<file path="src/design/aead_pkg.sv">
// shared types and constants for the audit event admission block
package aead_pkg;

  localparam int SLOTS_DEF = 16;

  // request modes
  localparam logic [1:0] MODE_LOG   = 2'd0;
  localparam logic [1:0] MODE_CLEAR = 2'd1;
  localparam logic [1:0] MODE_QUERY = 2'd2;

  // drop reasons
  localparam logic [1:0] DROP_NONE = 2'd0;
  localparam logic [1:0] DROP_BUSY = 2'd1;
  localparam logic [1:0] DROP_DUP  = 2'd2;

  localparam logic [15:0] WINDOW_RESET = 16'd25;
  localparam logic [15:0] BACK_LIMIT   = 16'd32767;

  typedef struct packed {
    logic [1:0]  mode;
    logic [31:0] payload_crc;
    logic [31:0] event_tick;
    logic [7:0]  slot_sel;
  } req_t;

  typedef struct packed {
    logic        accepted;
    logic [1:0]  drop_reason;
    logic [3:0]  used_slot;
    logic [31:0] event_seq;
    logic        slot_ready;
    logic [31:0] drop_total;
  } res_t;

endpackage

</file>
<file path="src/design/audit_event_admission_dedup.sv">
// top level of the audit event admission block with duplicate suppression
// result path: a taken request goes through the request register, then the result register, to out_*
// throughput: one request per cycle while out_ready is high, set by the single admission pass between registers
// a stalled result holds in the output register, one more request waits, then in_ready drops
// reset: synchronous active-low; clears sequence, slot flags, rate record, drop count; window 25
module audit_event_admission_dedup #(
  parameter int SLOTS = aead_pkg::SLOTS_DEF
) (
  input  logic        clk,
  input  logic        rst_n,
  // request channel
  input  logic        in_valid,
  output logic        in_ready,
  input  logic [1:0]  in_mode,
  input  logic [31:0] in_payload_crc,
  input  logic [31:0] in_event_tick,
  input  logic [7:0]  in_slot_sel,
  // result channel
  output logic        out_valid,
  input  logic        out_ready,
  output logic        out_accepted,
  output logic [1:0]  out_drop_reason,
  output logic [3:0]  out_used_slot,
  output logic [31:0] out_event_seq,
  output logic        out_slot_ready,
  output logic [31:0] out_drop_total,
  // configuration write
  input  logic        cfg_valid,
  output logic        cfg_ready,
  input  logic [15:0] cfg_dup_window
);
  import aead_pkg::*;

  // request register
  logic req_vld_r;
  req_t req_r;
  // result register
  logic out_vld_r;
  res_t res_r;
  res_t res_nxt;
  // duplicate window
  logic [15:0] window_r;

  logic fire;

  // a request is processed when the result register is free or being drained
  assign fire     = req_vld_r && (!out_vld_r || out_ready);
  assign in_ready = !req_vld_r || fire;
  assign cfg_ready = 1'b1;

  always_ff @(posedge clk) begin
    if (!rst_n) begin
      req_vld_r <= 1'b0;
    end else if (in_ready) begin
      req_vld_r <= in_valid;
    end
  end

  // payload needs no reset
  always_ff @(posedge clk) begin
    if (in_valid && in_ready) begin
      req_r.mode        <= in_mode;
      req_r.payload_crc <= in_payload_crc;
      req_r.event_tick  <= in_event_tick;
      req_r.slot_sel    <= in_slot_sel;
    end
  end

  always_ff @(posedge clk) begin
    if (!rst_n) begin
      window_r <= WINDOW_RESET;
    end else if (cfg_valid && cfg_ready) begin
      window_r <= cfg_dup_window;
    end
  end

  // admission decision and state
  aead_admit #(
    .SLOTS(SLOTS)
  ) u_admit (
    .clk        (clk),
    .rst_n      (rst_n),
    .fire       (fire),
    .req        (req_r),
    .dup_window (window_r),
    .res        (res_nxt)
  );

  always_ff @(posedge clk) begin
    if (!rst_n) begin
      out_vld_r <= 1'b0;
    end else if (fire) begin
      out_vld_r <= 1'b1;
    end else if (out_ready) begin
      out_vld_r <= 1'b0;
    end
  end

  always_ff @(posedge clk) begin
    if (fire) begin
      res_r <= res_nxt;
    end
  end

  assign out_valid       = out_vld_r;
  assign out_accepted    = res_r.accepted;
  assign out_drop_reason = res_r.drop_reason;
  assign out_used_slot   = res_r.used_slot;
  assign out_event_seq   = res_r.event_seq;
  assign out_slot_ready  = res_r.slot_ready;
  assign out_drop_total  = res_r.drop_total;

endmodule

</file>
<file path="src/design/aead_admit.sv">
// admission state and per-request decision logic
module aead_admit #(
  parameter int SLOTS = aead_pkg::SLOTS_DEF
) (
  input  logic           clk,
  input  logic           rst_n,
  input  logic           fire,
  input  aead_pkg::req_t req,
  input  logic [15:0]    dup_window,
  output aead_pkg::res_t res
);
  import aead_pkg::*;

  localparam int SLOT_W = (SLOTS > 1) ? $clog2(SLOTS) : 1;

  logic [31:0]       seq_r, seq_nxt;
  logic [SLOT_W-1:0] slot_r, slot_nxt;
  logic [SLOTS-1:0]  flags_r, flags_nxt;
  logic              rate_vld_r, rate_vld_nxt;
  logic [15:0]       crc_r, crc_nxt;
  logic [15:0]       tick_r, tick_nxt;
  logic [31:0]       drop_r, drop_nxt;

  logic [15:0]       crc_low;
  logic [15:0]       tick_sc;
  logic [15:0]       fwd;
  logic              idx_ok;
  logic [SLOT_W-1:0] idx;
  logic              is_dup;

  assign crc_low = req.payload_crc[15:0];
  assign tick_sc = req.event_tick[31:16];
  assign fwd     = tick_sc - tick_r;
  assign idx_ok  = ({1'b0, req.slot_sel} < 9'(SLOTS));
  assign idx     = req.slot_sel[SLOT_W-1:0];
  assign is_dup  = rate_vld_r && (crc_low == crc_r) && (fwd < dup_window);

  always_comb begin
    seq_nxt      = seq_r;
    slot_nxt     = slot_r;
    flags_nxt    = flags_r;
    rate_vld_nxt = rate_vld_r;
    crc_nxt      = crc_r;
    tick_nxt     = tick_r;
    drop_nxt     = drop_r;
    res          = '0;
    unique case (req.mode)
      MODE_LOG: begin
        seq_nxt       = seq_r + 32'd1;
        slot_nxt      = (slot_r == SLOT_W'(SLOTS - 1)) ? '0 : slot_r + SLOT_W'(1);
        res.event_seq = seq_r;
        res.used_slot = 4'(slot_r);
        if (flags_r[slot_r]) begin
          res.drop_reason = DROP_BUSY;
          drop_nxt        = drop_r + 32'd1;
        end else if (is_dup) begin
          res.drop_reason = DROP_DUP;
          drop_nxt        = drop_r + 32'd1;
        end else begin
          flags_nxt[slot_r] = 1'b1;
          res.accepted      = 1'b1;
          // record kept when the new tick is far behind the old one
          if (!rate_vld_r || (fwd <= BACK_LIMIT)) begin
            rate_vld_nxt = 1'b1;
            crc_nxt      = crc_low;
            tick_nxt     = tick_sc;
          end
        end
      end
      MODE_CLEAR: begin
        if (idx_ok) begin
          flags_nxt[idx] = 1'b0;
        end
      end
      MODE_QUERY: begin
        res.slot_ready = idx_ok && flags_r[idx];
      end
      default: begin
      end
    endcase
    res.drop_total = drop_nxt;
  end

  always_ff @(posedge clk) begin
    if (!rst_n) begin
      seq_r      <= '0;
      slot_r     <= '0;
      flags_r    <= '0;
      rate_vld_r <= 1'b0;
      crc_r      <= '0;
      tick_r     <= '0;
      drop_r     <= '0;
    end else if (fire) begin
      seq_r      <= seq_nxt;
      slot_r     <= slot_nxt;
      flags_r    <= flags_nxt;
      rate_vld_r <= rate_vld_nxt;
      crc_r      <= crc_nxt;
      tick_r     <= tick_nxt;
      drop_r     <= drop_nxt;
    end
  end

`ifndef SYNTHESIS
  a_seq_step: assert property (@(posedge clk) disable iff (!rst_n)
    fire && (req.mode == MODE_LOG) |=> seq_r == $past(seq_r) + 32'd1)
    else $error("sequence number did not advance on a log request");

  a_drop_step: assert property (@(posedge clk) disable iff (!rst_n)
    1'b1 |=> (drop_r == $past(drop_r)) || (drop_r == $past(drop_r) + 32'd1))
    else $error("drop count moved by more than one");

  a_slot_range: assert property (@(posedge clk) disable iff (!rst_n)
    {1'b0, 8'(slot_r)} < 9'(SLOTS))
    else $error("slot pointer out of range");

  a_accept_marks: assert property (@(posedge clk) disable iff (!rst_n)
    fire && res.accepted |=> flags_r[$past(slot_r)])
    else $error("accepted event did not mark its slot");
`endif

endmodule

</file>
<file path="config.mk">
export PLATFORM = sky130hd
export DESIGN_NAME = audit_event_admission_dedup
export DESIGN_NICKNAME = d
export VERILOG_FILES = /design/src/design/aead_pkg.sv /design/src/design/audit_event_admission_dedup.sv /design/src/design/aead_admit.sv
export SDC_FILE = /design/constraint.sdc
export NUM_CORES = 1
export LEC_CHECK = 0
export BUFFER_PORTS_ARGS = -buffer_cell sky130_fd_sc_hd__buf_2
export CAP_MARGIN = 20
export CORE_MARGIN = 3
export CORE_UTILIZATION = 58
export DETAILED_ROUTE_END_ITERATION = 8
export GPL_TIMING_DRIVEN = 0
export PLACE_DENSITY = 0.79
export SLEW_MARGIN = 20
export SYNTH_ARGS = -nofsm -noshare
export SYNTH_HDL_FRONTEND = slang
export SYNTH_SLANG_ARGS = --single-unit
</file>
<file path="constraint.sdc">
create_clock -name clk -period 5.65 [get_ports clk]
set_input_delay 1.13 -clock clk [delete_from_list [all_inputs] [get_ports clk]]
set_output_delay 1.13 -clock clk [all_outputs]
set_load 0.01 [all_outputs]
</file>
==> results.py, run 1 <==
metrics = {
    "global_route": {
        "grt_pass1_vias": 8662,
        "use_met1_pct": 31.7,
        "groute.usage.overall_pct": 23.4,
        "grt_overflow": 0,
        "grt_pass1_wl_um": 43100,
        "met2_usage_pct": 39.6,
        "grt_use_met3_pct": 3.18,
        "grt_max_degree": 62,
        "antenna_found_initial": 0,
        "grt-busiest-layer": "met2",
    },
    "synthesis": {
        "syn_nets": 1282,
        "synth_xor_xnor_area_share_pct": 5.91,
        "synthAdderAreaFrac_pct": 3.92,
        "synth_compound_area_share_pct": 8.07,
        "synth.distinct_cells": 75,
        "synth-simple-area-share_pct": 19.6,
        "synth-seq-area-share_pct": 51.0,
        "yosysTopAreaCell": "edfxtp_1",
        "synth-warning-count": 0,
        "async_reset_ff_share_pct": 0,
        "synth.top_cell.area_share_pct": 28.5,
        "synthMuxAreaShare_pct": 6.72,
        "synth_area_sq_um": 12000,
        "synth-edff-count": 114,
        "synthCells": 1150,
        "synth_area_leaders": "edfxtp_1 29%, dfxtp_1 23%, mux2i_1 4.8%",
        "synth_seq_cells": 249,
        "synth_top_family_by_area": "simple AND/OR/NAND/NOR gates",
        "syn_avg_cell_area_sq_um": 10.4,
        "synth_flop_cell": "dfxtp_1",
    },
    "timing": {
        "tightest_slew_ps": 756,
        "final-setup-viol-count": 0,
        "slew-limit-headroom_pct": 49.6,
        "post-route-min-period_ps": 5260,
        "min_period_over_period_pct": 93.2,
        "hold_viol": 0,
        "rsz0062_at_grt": "no",
        "fmax_mhz": 190,
        "slew_violations": 0,
        "hold_slack_ps": 454,
        "tns_ps": 0,
        "skew_ps": 12.0,
    },
    "layout": {
        "mostFrequentLayoutCells": "145 x nand2_1, 137 x buf_2, 135 x dfxtp_1",
        "drive_above_1_share_pct": 16.6,
        "fill_cells": 1570,
        "nets": 1447,
        "mostFrequentLayoutCell": "nand2_1",
        "postLayoutCoreUtil_pct": 70.1,
        "area_delta_synth_final_pct": 16.2,
        "stdcell_count": 1600,
        "seq_area_sq_um": 6130,
        "multiInputGateArea_sq_um": 5310,
        "antenna_cells": 0,
    },
    "clock_tree": {
        "htree_levels": 1,
        "cts_made_buffers": 27,
        "cts_tree": "yes",
        "postCtsSetupBuffers": 0,
        "cts_max_path_buffers": 3,
        "cts-root-buf": "clkbuf_16",
        "clk_latency_ps": 520,
        "path_clk_slew_ps": 60,
        "cts_num_sinks": 249,
    },
    "pwr": {
        "p_per_area_nw_per_um2": 290,
        "seqPwrFrac_pct": 48.6,
        "sw_frac_of_total_pct": 22.6,
        "ir_drop_mv": 0.239,
        "power_frac_clock_pct": 43.2,
        "p_leak_nw": 5.27,
        "finalPower_mw": 4.05,
        "p_switching_uw": 917,
        "intPower_mw": 3.13,
        "pwr-share-comb_pct": 8.2,
    },
    "place": {
        "gp_congestion": 0.896,
        "portBuffers": 134,
        "hpwl_um": 18600,
        "dp_cells": 1551,
    },
    "die": {
        "coreArea_sq_um": 19900,
        "ioPinCount": 170,
        "dieWidth_um": 150,
        "die_area_sq_um": 22500,
        "start_util_pct": 60.3,
        "die_h_um": 150,
        "row_count": 51,
    },
    "critical_path": {
        "crit_path_max_incr_delay_ps": 460,
        "crit_path_end_kind": "flip-flop",
        "r2r.worst_path.cells": 20,
        "cp_slowest_cell": "a2111oi_1",
        "critPathLaunch": "req_r[24]$_DFFE_PP_",
        "critPathArrivalTime_ps": 5500,
        "crit_chain": "inv_1, ha_1, fa_1, nor2b_1, o21ai_0, a21boi_0, o21ai_0, a211oi_1, nor2_1, xnor2_1, ha_1, nand3_1, o221ai_1, a2111oi_1, a21o_2, a31oi_4, buf_2, buf_4, nor4_1, xor2_1",
        "cp-start-kind": "flip-flop",
        "cp.depth": 20,
        "crit_required_ps": 5890,
        "worstPathMaxFanout": 10,
        "r2r_slack_ps": 390,
        "reg2reg_from": "req_r[24]$_DFFE_PP_",
        "r2r_end": "out_drop_total[31]$_DFFE_PP_",
        "path_buf_inv": 3,
        "critPathTopFamily": "compound AO/OA/AOI/OAI gates",
        "critPathKind": "flip-flop to flip-flop",
    },
    "hold_path": {
        "worstHoldStart": "u_admit.tick_r[11]$_SDFFE_PN0P_",
        "whs_path_depth": 2,
        "hp-class": "flip-flop to flip-flop",
        "holdPathEnd": "u_admit.tick_r[11]$_SDFFE_PN0P_",
    },
    "flow_run": {
        "maxCapViolations": 0,
    },
    "route": {
        "viasPerCell": 5.63,
        "drc": 0,
        "ant_nets": 0,
        "drt-initial-drc-count": 563,
        "wl_um": 26200,
        "num_vias": 9011,
        "firstDrtPassIters": 5,
        "wl_per_cell_um": 16.4,
    },
    "outcome": {
        "status": "completed",
    },
}
repair_timing:
item                                    4_1_cts  5_1_grt
hold buffers                                  0        0
endpoints found under the setup margin        0        1
resized for setup                             0        1
logic make-up after synthesis:
family,after synthesis
multiplexers,68
buffers and inverters,110
AO/OA/AOI/OAI,140
flip-flops,249
AND/OR/NAND/NOR,464
XOR/XNOR,81
adder cells (fa/ha/maj),37
other,1
flip-flops by register name (all words and copies together) (netlist names):
register and cells:
out_valid 1, u_admit.seq_r 32, u_admit.crc_r 16, out_drop_reason 2
u_admit.tick_r 16, window_r 16, req_r 42, out_event_seq 32
u_admit.slot_r 4, req_vld_r 1, u_admit.flags_r 16, out_used_slot 4
u_admit.drop_r 32, out_accepted 1, out_slot_ready 1, out_drop_total 32
u_admit.rate_vld_r 1
power by group through the flow:
stage,sequential [mW],combinational (mW),clock [mW]
after floorplan,2.02,0.200,0
after global placement,2.01,0.315,0
after detailed placement,2.01,0.327,0
after CTS,1.97,0.330,1.77
after global routing,1.97,0.370,1.86
final,1.97,0.330,1.75
how the worst max path moves through the flow:
stage | slack, ps | to
6_report | 390 | out_drop_total[31]$_DFFE_PP_
5_1_grt | 50 | out_drop_total[31]$_DFFE_PP_
4_1_cts | 350 | out_drop_total[31]$_DFFE_PP_
3_5_place_dp | 390 | out_drop_total[31]$_DFFE_PP_
3_3_place_gp | -210 | u_admit.crc_r[4]$_SDFFE_PN0P_
2_1_floorplan | 1160 | u_admit.crc_r[0]$_SDFFE_PN0P_
area by class of cell:
class                      instances  share of cell area, %
buffer                            57                   2.66
timing repair buffer             136                   5.20
clock buffer                      33                   5.00
tap                              265                   2.38
multi-input combinational        791                   38.1
sequential                       249                   43.9
inverter                          53                   1.44
clock inverter                    16                   1.35
routing by layer:
metal  part of all wire, %  vias to the layer above
met4                   2.3                        0
met3                   5.7                       41
met5                     0                        -
li1                      -                     4423
met2                    48                      275
met1                    44                     4272
cells in the mapped netlist (15+ instances only):
| cell type | n |
|---|---|
| nand2_1 | 145 |
| dfxtp_1 | 135 |
| edfxtp_1 | 114 |
| nor2_1 | 85 |
| mux2i_1 | 57 |
| xor2_1 | 53 |
| inv_1 | 51 |
| a21oi_1 | 43 |
| and2_1 | 40 |
| nand3_1 | 38 |
| ha_1 | 36 |
| clkbuf_1 | 31 |
| xnor2_1 | 28 |
| nand2b_1 | 23 |
| nor3_1 | 21 |
| and3_1 | 20 |
| o21ai_0 | 20 |
| nor4_1 | 19 |
| or4_1 | 16 |
| nand4_1 | 15 |
| o31ai_1 | 15 |
per-stage QoR:
| stage | worst slack [ps] | area, sq um |
|---|---|---|
| final | 386 | 14000 |
| after global placement | -205 | 13000 |
| after detailed placement | 391 | 13100 |
| after CTS | 352 | 13900 |
| after floorplan | 1160 | 12000 |
| after global routing | 47.3 | 14000 |
worst reg2reg max path: cells and delay by family, from the launching register on:
family	cells	cell delay, ps
and+or+nand+nor	4	740
AOI/OAI and AO/OA	8	2140
adders and majority gates	3	930
DFF	1	350
buffers and inverters	3	520
xor gates and xnor gates	2	300
Note: power is estimated with default switching activity, not from simulation.
==> run 2, diff against run 1 <==
RECOVER_POWER = 25   (was default)
==> run 2 against run 1 <==
Against the previous run: design area barely moved; the run now ends with capacitance limit left; worst setup slack got worse by 11 ps; power barely moved; global-route usage did not move; register-to-register slack barely moved; largest cell class unchanged; via count rose by 0.26%; clock skew rose by 1.8 ps.
==> results.py, run 2 (same netlist as run 1, synthesis figures left out) <==
metrics = {
    "pwr": {
        "power_frac_clock_pct": 43.2,
        "intPower_mw": 3.13,
        "p_switching_uw": 916,
        "seqPwrFrac_pct": 48.6,
        "sw_frac_of_total_pct": 22.6,
        "p_leak_nw": 5.23,
        "ir_drop_mv": 0.239,
        "pwr-share-comb_pct": 8.1,
        "p_per_area_nw_per_um2": 290,
    },
    "clock_tree": {
        "htree_levels": 1,
        "cts_hold_buf": 0,
        "cts_made_buffers": 27,
        "path_clk_slew_ps": 60,
        "clk_latency_ps": 520,
        "cts-root-buf": "clkbuf_16",
        "cts_max_path_buffers": 3,
        "cts_num_sinks": 249,
        "cts_tree": "yes",
    },
    "critical_path": {
        "crit_path_end_kind": "flip-flop",
        "crit_required_ps": 5980,
        "critPathKind": "flip-flop to flip-flop",
        "worstPathMaxFanout": 10,
        "critPathArrivalTime_ps": 5610,
        "cp-start-kind": "flip-flop",
    },
    "global_route": {
        "grt_overflow": 0,
        "antenna_found_initial": 0,
        "use_met1_pct": 31.7,
        "grt_max_degree": 62,
        "grt_pass1_vias": 8662,
        "groute.usage.overall_pct": 23.4,
        "grt_use_met3_pct": 3.18,
        "met2_usage_pct": 39.6,
        "grt-busiest-layer": "met2",
        "grt_pass1_wl_um": 43100,
    },
    "die": {
        "row_count": 51,
        "ioPinCount": 170,
        "dieWidth_um": 150,
        "coreArea_sq_um": 19900,
        "start_util_pct": 60.3,
        "die_area_sq_um": 22500,
        "die_h_um": 150,
    },
    "timing": {
        "post-route-min-period_ps": 5280,
        "rsz0062_at_grt": "no",
        "skew_ps": 13.8,
        "min_period_over_period_pct": 93.4,
        "slew-limit-headroom_pct": 0.461,
        "hold_viol": 0,
        "hold_slack_ps": 455,
        "slew_violations": 0,
        "fmax_mhz": 190,
        "tightest_slew_ps": 1490,
        "final-setup-viol-count": 0,
    },
    "layout": {
        "largest_reg_flops": 42,
        "mostFrequentLayoutCell": "nand2_1",
        "final_area_sq_um": 13900,
        "fill_cells": 1576,
        "antenna_cells": 0,
        "top_register": "req_r",
        "nets": 1447,
        "mostFrequentLayoutCells": "145 x nand2_1, 135 x dfxtp_1, 133 x buf_2",
        "area_delta_synth_final_pct": 16.2,
        "drive_above_1_share_pct": 16.3,
    },
    "outcome": {
        "violations": "capacitance limit",
        "status": "finished with violations",
    },
    "route": {
        "wl_per_cell_um": 16.4,
        "ant_nets": 0,
        "firstDrtPassIters": 5,
        "num_vias": 9034,
        "drt-initial-drc-count": 495,
        "viasPerCell": 5.65,
        "drc": 0,
        "wl_um": 26300,
    },
    "hold_path": {
        "hp-class": "flip-flop to flip-flop",
    },
    "flow_run": {
        "maxCapViolations": 1,
    },
    "place": {
        "hpwl_um": 18600,
        "portBuffers": 134,
        "post_dp_cell_area_sq_um": 13100,
        "gp_congestion": 0.896,
    },
}
==> run 2: repair_timing <==
item	CTS	global route
buffers inserted	0	0
resized for setup	0	1
setup endpoints to repair	0	1
==> run 2: routing by layer <==
layer  up-vias  part of all wire [%]
li1       4430                     -
met1      4268                    44
met2       289                    48
met3        47                   5.7
met4         0                   2.6
met5         -                     0
==> run 2: final cells by class <==
type                       count  area, sq um  share of cell area [%]
multi-input combinational    791         5310                    38.1
clock inverter                16          188                    1.35
tap                          265          332                    2.38
inverter                      53          200                    1.44
clock buffer                  33          698                    5.01
sequential                   249         6130                    43.9
timing repair buffer         136          721                    5.17
buffer                        57          372                    2.67
==> run 2: power by group through the flow <==
stage | clock (mW) | sequential, mW | combinational [mW]
finish | 1.75 | 1.97 | 0.329
floorplan | 0 | 2.02 | 0.200
detailed placement | 0 | 2.01 | 0.327
global placement | 0 | 2.01 | 0.315
CTS | 1.77 | 1.97 | 0.330
global route | 1.86 | 1.97 | 0.369
==> run 2: stage by stage <==
stage,instances,utilization [%],power (mW),setup TNS [ps],worst slack (ps)
final,1600,70.0,4.05,0,375
after floorplan,1150,-,2.22,0,1160
after detailed placement,1551,65.6,2.33,0,391
after global routing,1600,70.0,4.21,0,47.2
after global placement,1549,65.3,2.32,-6240,-205
after CTS,1600,70.1,4.07,0,352
==> run 2: critical path, stage by stage, from the launching register on <==
cell and delay [ps]:
edfxtp_1 350, inv_1 50, ha_1 220, fa_1 410, nor2b_1 120, o21ai_0 100, a21boi_0 240, o21ai_0 210
a211oi_1 400, nor2_1 110, xnor2_1 140, ha_1 290, nand3_1 120, o221ai_1 230, a2111oi_1 460, a21o_2 310
a31oi_4 170, buf_2 260, buf_4 200, nor4_1 390, xor2_1 280
==> run 2: final timing paths <==
| path | startpoint | end | slack (ps) | cells after the start |
|---|---|---|---|---|
| min | u_admit.tick_r[11]$_SDFFE_PN0P_ | u_admit.tick_r[11]$_SDFFE_PN0P_ | 450 | 2 |
| min reg2reg | u_admit.tick_r[11]$_SDFFE_PN0P_ | u_admit.tick_r[11]$_SDFFE_PN0P_ | 450 | 2 |
| max | req_r[24]$_DFFE_PP_ | out_drop_total[31]$_DFFE_PP_ | 370 | 20 |
| max reg2reg | req_r[24]$_DFFE_PP_ | out_drop_total[31]$_DFFE_PP_ | 370 | 20 |
==> run 3, diff against run 2 <==
PLACE_DENSITY = default   (was 0.79)
PLACE_DENSITY_LB_ADDON = 0.12   (was default)
==> run 3 against run 2 <==
Against the previous run: the flow finishes with violations (capacitance limit, slew limit); core utilization down 0.19 points; register-to-register slack worse by 20 ps; clock power about the same; largest cell class unchanged; die area unchanged; wire length down 2.5%; design area down 0.27%; highest routed layer unchanged; power down 0.60%; combinational power down 2%; critical path type unchanged; largest power group unchanged.
==> results.py, run 3 (same netlist as run 1, synthesis figures left out) <==
metrics = {
    "clock_tree": {
        "cts-root-buf": "clkbuf_16",
        "cts_num_sinks": 249,
        "cts_max_path_buffers": 3,
        "cts_tree": "yes",
        "htree_levels": 1,
        "cts_made_buffers": 26,
        "postCtsSetupBuffers": 0,
        "path_clk_slew_ps": 60,
        "clk_latency_ps": 540,
        "cts_hold_buf": 0,
        "cts_resized": 0,
    },
    "die": {
        "die_h_um": 150,
        "die_area_sq_um": 22500,
        "row_count": 51,
        "dieWidth_um": 150,
        "start_util_pct": 60.3,
        "ioPinCount": 170,
        "coreArea_sq_um": 19900,
    },
    "timing": {
        "post-route-min-period_ps": 5300,
        "slew-limit-headroom_pct": -21.4,
        "rsz0062_at_grt": "no",
        "tns_ps": 0,
        "tightest_slew_ps": 1820,
        "fmax_mhz": 189,
        "hold_viol": 0,
        "min_period_over_period_pct": 93.8,
        "final-setup-viol-count": 0,
        "skew_ps": 16.0,
        "slew_violations": 34,
    },
    "global_route": {
        "grt-busiest-layer": "met2",
        "groute.usage.overall_pct": 22.9,
        "grt_use_met3_pct": 3.36,
        "antenna_found_initial": 0,
        "grt_max_degree": 63,
        "grt_pass1_wl_um": 41900,
        "grt_overflow": 0,
        "grt_pass1_vias": 8460,
        "use_met1_pct": 31.1,
        "met2_usage_pct": 38.5,
    },
    "outcome": {
        "violations": "capacitance limit, slew limit",
        "status": "finished with violations",
    },
    "layout": {
        "nets": 1446,
        "area_delta_synth_final_pct": 15.9,
        "drive_above_1_share_pct": 16.3,
        "mostFrequentLayoutCell": "nand2_1",
        "largest_reg_flops": 42,
        "fill_cells": 1535,
        "antenna_cells": 0,
        "top_register": "req_r",
        "mostFrequentLayoutCells": "145 x nand2_1, 135 x dfxtp_1, 131 x buf_2",
        "final_area_sq_um": 13900,
        "postLayoutCoreUtil_pct": 69.8,
    },
    "flow_run": {
        "maxCapViolations": 1,
    },
    "critical_path": {
        "critPathTopFamily": "simple AND/OR/NAND/NOR gates",
        "cp.depth": 20,
        "crit_path_end_kind": "flip-flop",
        "worstPathMaxFanout": 10,
        "path_buf_inv": 3,
        "critPathArrivalTime_ps": 5550,
        "cp-start-kind": "flip-flop",
        "critPathKind": "flip-flop to flip-flop",
        "r2r.worst_path.cells": 20,
        "crit_required_ps": 5900,
        "crit_path_max_incr_delay_ps": 430,
        "crit_chain": "inv_1, ha_1, fa_1, nor2b_1, o21ai_0, a21boi_0, o21ai_0, a211oi_1, or3_1, nand3_1, ha_1, and3_1, nor4_1, nand3_1, nor4_4, a31oi_4, buf_2, buf_4, nor4_1, xor2_1",
        "cp_slowest_cell": "nor4_4",
    },
    "place": {
        "gp_congestion": 0.945,
        "hpwl_um": 18100,
        "portBuffers": 134,
        "post_dp_cell_area_sq_um": 13100,
    },
    "route": {
        "num_vias": 8895,
        "wl_per_cell_um": 16.0,
        "viasPerCell": 5.56,
        "ant_nets": 0,
        "drc": 0,
        "drt-initial-drc-count": 523,
        "wl_um": 25600,
        "firstDrtPassIters": 5,
    },
    "pwr": {
        "p_per_area_nw_per_um2": 289,
        "p_leak_nw": 5.20,
        "ir_drop_mv": 0.239,
    },
    "hold_path": {
        "whs_path_depth": 2,
        "hp-class": "flip-flop to flip-flop",
    },
}
[run 3: power by group]
group          internal [mW]  switching [mW]  total [mW]  leakage (nW)
Sequential              1.94          0.0245        1.97          2.15
Combinational          0.127           0.196       0.324          2.63
Clock                   1.02           0.710        1.73         0.422
[run 3: worst paths after layout]
check,from,to,slack (ps)
worst max-delay path,req_r[24]$_DFFE_PP_,out_drop_total[31]$_DFFE_PP_,350
worst min-delay path,u_admit.tick_r[7]$_SDFFE_PN0P_,u_admit.tick_r[7]$_SDFFE_PN0P_,460
worst max register to register,req_r[24]$_DFFE_PP_,out_drop_total[31]$_DFFE_PP_,350
worst min register to register,u_admit.tick_r[7]$_SDFFE_PN0P_,u_admit.tick_r[7]$_SDFFE_PN0P_,460
[run 3: per-layer routing]
metal  wire (um)  part of all wire, %  up-vias
li1            -                    -     4421
met1       11400                   45     4149
met2       12000                   47      278
met3        1620                  6.3       47
met4         532                  2.1        0
met5           0                    0        -
[run 3: worst reg2reg max path: stages (launching register included)]
cell and delay, ps:
edfxtp_1 340, inv_1 50, ha_1 220, fa_1 410, nor2b_1 130, o21ai_0 110, a21boi_0 280, o21ai_0 230
a211oi_1 410, or3_1 180, nand3_1 80, ha_1 310, and3_1 230, nor4_1 260, nand3_1 160, nor4_4 430
a31oi_4 210, buf_2 260, buf_4 200, nor4_1 360, xor2_1 160
[run 3: area by class of cell]
type | instances | area (sq um) | area share (%)
sequential | 249 | 6130 | 44.1
multi-input combinational | 791 | 5310 | 38.2
clock buffer | 32 | 703 | 5.06
timing repair buffer | 136 | 694 | 4.99
buffer | 57 | 372 | 2.67
tap | 265 | 332 | 2.38
inverter | 53 | 200 | 1.44
clock inverter | 16 | 173 | 1.24
[run 3: metrics by stage]
| stage | worst slack, ps | hold slack, ps | instances | power (mW) |
|---|---|---|---|---|
| 2_1_floorplan | 1160 | 435 | 1150 | 2.22 |
| 3_3_place_gp | -263 | 442 | 1549 | 2.32 |
| 3_5_place_dp | 432 | 451 | 1551 | 2.33 |
| 4_1_cts | 390 | 461 | 1599 | 4.06 |
| 5_1_grt | 98.0 | 476 | 1599 | 4.18 |
| 6_report | 353 | 458 | 1599 | 4.02 |
